$ cat src/rtl/imbx_pkg.sv
`timescale 1ns / 1ps

package imbx_pkg;

  // fixed field widths of the command and result ports
  localparam int unsigned CORE_W  = 2;
  localparam int unsigned EVENT_W = 3;
  localparam int unsigned WORD_W  = 32;
  localparam int unsigned COUNT_W = 8;

  // command codes
  localparam logic CMD_ENQ = 1'b0;
  localparam logic CMD_DEQ = 1'b1;

  // controller to datapath commands
  typedef struct packed {
    logic load;  // capture the command word and read the lane state
    logic exec;  // update the lane and access the slot memory
  } imbx_ctrl_t;

endpackage

$ cat src/rtl/imbx_ctrl.sv
`timescale 1ns / 1ps

module imbx_ctrl import imbx_pkg::*; (
  input  logic       clk_i,
  input  logic       rst_ni,
  input  logic       start_i,
  output logic       busy_o,
  output logic       res_valid_o,
  output imbx_ctrl_t ctrl_o
);

  typedef enum logic [1:0] {
    S_IDLE,
    S_EXEC,
    S_RESP
  } state_e;

  state_e state_q;
  logic   busy_q;
  logic   res_valid_q;

  always_ff @(posedge clk_i or negedge rst_ni) begin
    if (!rst_ni) begin
      state_q     <= S_IDLE;
      busy_q      <= 1'b0;
      res_valid_q <= 1'b0;
    end else begin
      case (state_q)
        S_IDLE: begin
          res_valid_q <= 1'b0;
          if (start_i) begin
            state_q <= S_EXEC;
            busy_q  <= 1'b1;
          end
        end
        S_EXEC: begin
          state_q     <= S_RESP;
          res_valid_q <= 1'b1;
        end
        S_RESP: begin
          state_q     <= S_IDLE;
          busy_q      <= 1'b0;
          res_valid_q <= 1'b0;
        end
        default: begin
          state_q     <= S_IDLE;
          busy_q      <= 1'b0;
          res_valid_q <= 1'b0;
        end
      endcase
    end
  end

  assign busy_o       = busy_q;
  assign res_valid_o  = res_valid_q;
  assign ctrl_o.load  = start_i && !busy_q;
  assign ctrl_o.exec  = (state_q == S_EXEC);

endmodule

$ cat config.mk
export PLATFORM = sky130hd
export DESIGN_NAME = imbx_ctrl
export DESIGN_NICKNAME = d
export VERILOG_FILES = /design/src/rtl/imbx_pkg.sv /design/src/rtl/imbx_ctrl.sv
export SDC_FILE = /design/constraint.sdc
export NUM_CORES = 1
export LEC_CHECK = 0
export BUFFER_PORTS_ARGS = -buffer_cell sky130_fd_sc_hd__buf_2
export CELL_PAD_IN_SITES_DETAIL_PLACEMENT = 2
export CELL_PAD_IN_SITES_GLOBAL_PLACEMENT = 2
export CORE_AREA = 2 2 39 41
export CTS_CLUSTER_SIZE = 14
export DETAILED_ROUTE_END_ITERATION = 10
export DIE_AREA = 0 0 41 43
export PLACE_DENSITY_LB_ADDON = 0.1
export SYNTH_ARGS = -nofsm -noshare
export SYNTH_HDL_FRONTEND = slang
export SYNTH_SLANG_ARGS = --single-unit
$ cat constraint.sdc
create_clock -name clk_i -period 0.8 [get_ports clk_i]
set_input_delay 0.12 -clock clk_i [delete_from_list [all_inputs] [get_ports clk_i]]
set_output_delay 0.12 -clock clk_i [all_outputs]
set_load 0.005 [all_outputs]
==> impl_metrics.py <==
metrics = {
    "hold_path": {
        "holdPathStages": 3,
        "hold_path.class": "in -> reg",
        "worst_hold_path.endpoint": "state_q[0]",
        "hold_start": "start_i",
    },
    "power": {
        "power_switching_mw": 0.171,
        "combPwrFrac_pct": 28.7,
        "power_frac_seq_pct": 36.3,
        "leakagePower_nw": 0.146,
        "totalPowerFinal_mw": 0.707,
        "power.clock.fraction_pct": 35.0,
        "power_report.internal_total_mw": 0.536,
        "power.density_nw_per_um2": 2480,
        "max-vdd-ir-drop_mv": 0.507,
        "net_switching_share_of_the_total_power_pct": 24.2,
    },
    "place": {
        "io_buffer_count": 6,
        "placement.cell_area_um2": 209,
        "globalplace.congestion": 0.602,
        "hpwl_um": 282,
        "numPlacedInstances": 34,
    },
    "sta": {
        "setup_viol": 5,
        "timing.clock.skew_ns": 0.00575,
        "final_min_period_over_clock_period_pct": 123,
        "setup_slack_ns": -0.183,
        "slew_hr_pct": 92.0,
        "max_freq_mhz": 1020,
        "final-max-slew-violation-count": 0,
        "hold_slack_ns": 0.156,
        "layout_min_cycle_time_ns": 0.983,
        "hold_violations": 0,
        "rsz0062_at_grt": "yes",
        "tightest_slew_ns": 0.121,
    },
    "routing": {
        "ant_nets": 0,
        "met1_length_um": 129,
        "vias_per_cell": 3.39,
        "wire_per_inst_um": 9.83,
        "vias": 139,
        "post-route-drc-count": 0,
        "routed-wl-met2_um": 228,
        "uppermost_layer_routed": "met3",
        "iteration_0_drc_count_of_the_detailed_router": 0,
        "detailroute.wirelength.met3_um": 45,
        "drt_pass1_iterations": 1,
        "routed_wirelength_um": 403,
    },
    "floorplan": {
        "chipHeight_um": 43,
        "die-width_um": 41,
        "start_util_pct": 10.9,
        "floorplan.rows": 14,
        "count_of_pins_on_the_block_boundary": 7,
        "fp.dieArea_um2": 1760,
        "core_region_area_um2": 1380,
    },
    "clock_tree": {
        "tritoncts.num_buffers": 3,
        "htree_num_levels": 1,
        "worst_path_clk_slew_ns": 0.04,
        "clk_root_buffer_cell": "clkbuf_4",
        "clock_path_buffers": 2,
        "insertion_delay_ns": 0.23,
        "clock_tree_from_tritoncts": "done",
        "clock-sinks": 4,
    },
    "yosys": {
        "synth_net_count": 14,
        "netlist_top_cells_area": "dfrtp_1 66%, nand2b_4 9.1%, nor2b_1 8.3%",
        "ys_ff_latch": 4,
        "synth.largest_area_cell": "dfrtp_1",
        "synthesis.area_um2": 151,
        "synth.yosys.warnings": 0,
        "synth_cell_type_count": 7,
        "proportion_of_synthesized_chip_area_in_sequential_cells_pct": 66.1,
        "syn_area_per_cell_um2": 13.8,
        "synthCells": 11,
        "synth.top_cell.area_share_pct": 66.1,
    },
    "job": {
        "maxCapViolations": 0,
    },
    "worst_setup_path": {
        "r2r_cells": 4,
        "cell_at_the_slowest_stage_of_the_critical_path": "dfrtp_1",
        "crit_path_cell_trace": "nor2b_4, buf_2",
        "worst_r2r_endpoint": "busy_o",
        "cpPeakStageDelay_ns": 0.39,
        "timing.critical_path.required_ns": 0.68,
        "criticalPathCategory": "reg -> out",
        "reg2reg_setup_slack_ns": -0.02,
        "setup.worst_path.end_class": "primary output",
        "critPathArrivalTime_ns": 0.86,
        "crit_path_launch_type": "flop",
        "critical_path_peak_fanout": 2,
        "r2r-start": "busy_o",
    },
    "final_layout": {
        "antennaDiodeCount": 0,
        "multi_input_area_um2": 55.1,
        "n_fill_cell": 166,
        "final_core_util_pct": 20.6,
        "final-seq-area_um2": 100,
        "layout.cell_area.non_filler_um2": 285,
        "layout-drive-gt1-share_pct": 72.0,
        "area_growth_syn_to_layout_pct": 88.4,
        "layout.nets": 30,
        "final-instance-count-excl-fill": 41,
    },
    "global_route": {
        "overall_fraction_of_global_route_tracks_in_use_pct": 5.84,
        "via_count_of_the_first_global_routing_pass": 141,
        "antenna_violations_before_repair": 0,
        "pin_count_of_the_biggest_net_entering_global_routing": 5,
        "grt_first_pass_wirelength_um": 627,
        "global_route.overflow_total": 0,
    },
    "run_status": {
        "failing_checks": "setup timing",
        "outcome": "complete, but fails checks",
    },
}
-- what timing repair did --
| action | in CTS | in global routing |
|---|---|---|
| buffers inserted | 2 | 1 |
| hold buffers | 1 | 0 |
| setup endpoints to repair | 4 | 6 |
| pin swaps | 0 | 1 |
| resized for setup | 2 | 4 |
| endpoints found under the hold margin | 4 | 0 |
-- cell usage in the layout, fill, tap and decap left out --
cell / synthesis / routed
a21oi_2: 1 / 1
clkbuf_4: 0 / 3
nor2b_1: 2 / 1
inv_2: 0 / 1
buf_2: 0 / 5
nor2_1: 1 / 1
nand2b_4: 1 / 1
buf_4: 0 / 2
dfrtp_1: 4 / 4
dlygate4sd3_1: 0 / 1
nor2b_2: 1 / 1
buf_6: 0 / 3
nor2b_4: 0 / 1
-- state kept, by name (all words and copies together), names as in the netlist --
name	count
state_q	2
busy_o	1
res_valid_o	1
-- final cells by class --
class / instances / share of cell area, %
Clock buffer: 3 / 7.89
Inverter: 1 / 1.32
Multi-Input combinational cell: 6 / 19.3
Sequential cell: 4 / 35.1
Tap cell: 16 / 7.02
Timing Repair Buffer: 11 / 29.4
-- through the flow --
stage,setup TNS [ns],worst slack [ns]
after global placement,0,0.0423
after CTS,-0.538,-0.190
final,-0.545,-0.183
after detailed placement,0,0.0322
after floorplan,0,0.121
after global routing,-0.770,-0.227
-- per-layer routing --
layer  vias to the layer above  track usage (%)
li1                         63                -
met1                        70             5.84
met2                         6             8.75
met3                         0             3.14
met4                         0             4.00
met5                         -                0
-- Yosys cell counts --
cell,number
nor2_1,1
inv_1,1
a21oi_2,1
nand2b_4,1
nor2b_1,2
dfrtp_1,4
nor2b_2,1
-- logic make-up (layout without fill, tap and decap cells) --
family	Yosys count	count (layout)	share of synthesized area, %
AND/OR/NAND/NOR	5	5	25.6
buffers and inverters	1	15	2.48
AO/OA/AOI/OAI	1	1	5.79
flip-flops	4	4	66.1
-- power groups by stage --
stage	sequential (mW)	combinational, mW	clock, mW
after global placement	0.254	0.113	0
final	0.257	0.203	0.248
after global routing	0.260	0.227	0.273
after detailed placement	0.257	0.114	0
after floorplan	0.260	0.0462	0
after CTS	0.256	0.154	0.261
-- how the worst max path moves through the flow --
stage                from   endpoint  slack [ns]  cells past startpoint
2_1_floorplan  state_q[1]  ctrl_o[0]        0.12                      1
3_3_place_gp   state_q[0]  ctrl_o[0]        0.04                      2
3_5_place_dp   state_q[0]  ctrl_o[0]        0.03                      2
4_1_cts            busy_o  ctrl_o[1]       -0.19                      2
5_1_grt        state_q[1]  ctrl_o[0]       -0.23                      2
6_report       state_q[0]  ctrl_o[0]       -0.18                      2
-- critical path: cells and delay by family, from the launching register on --
kind                   cells  cell delay (ns)
AND/OR/NAND/NOR            1             0.13
flip-flops                 1             0.39
buffers and inverters      1             0.12
Power figures use the tool's default switching activity.
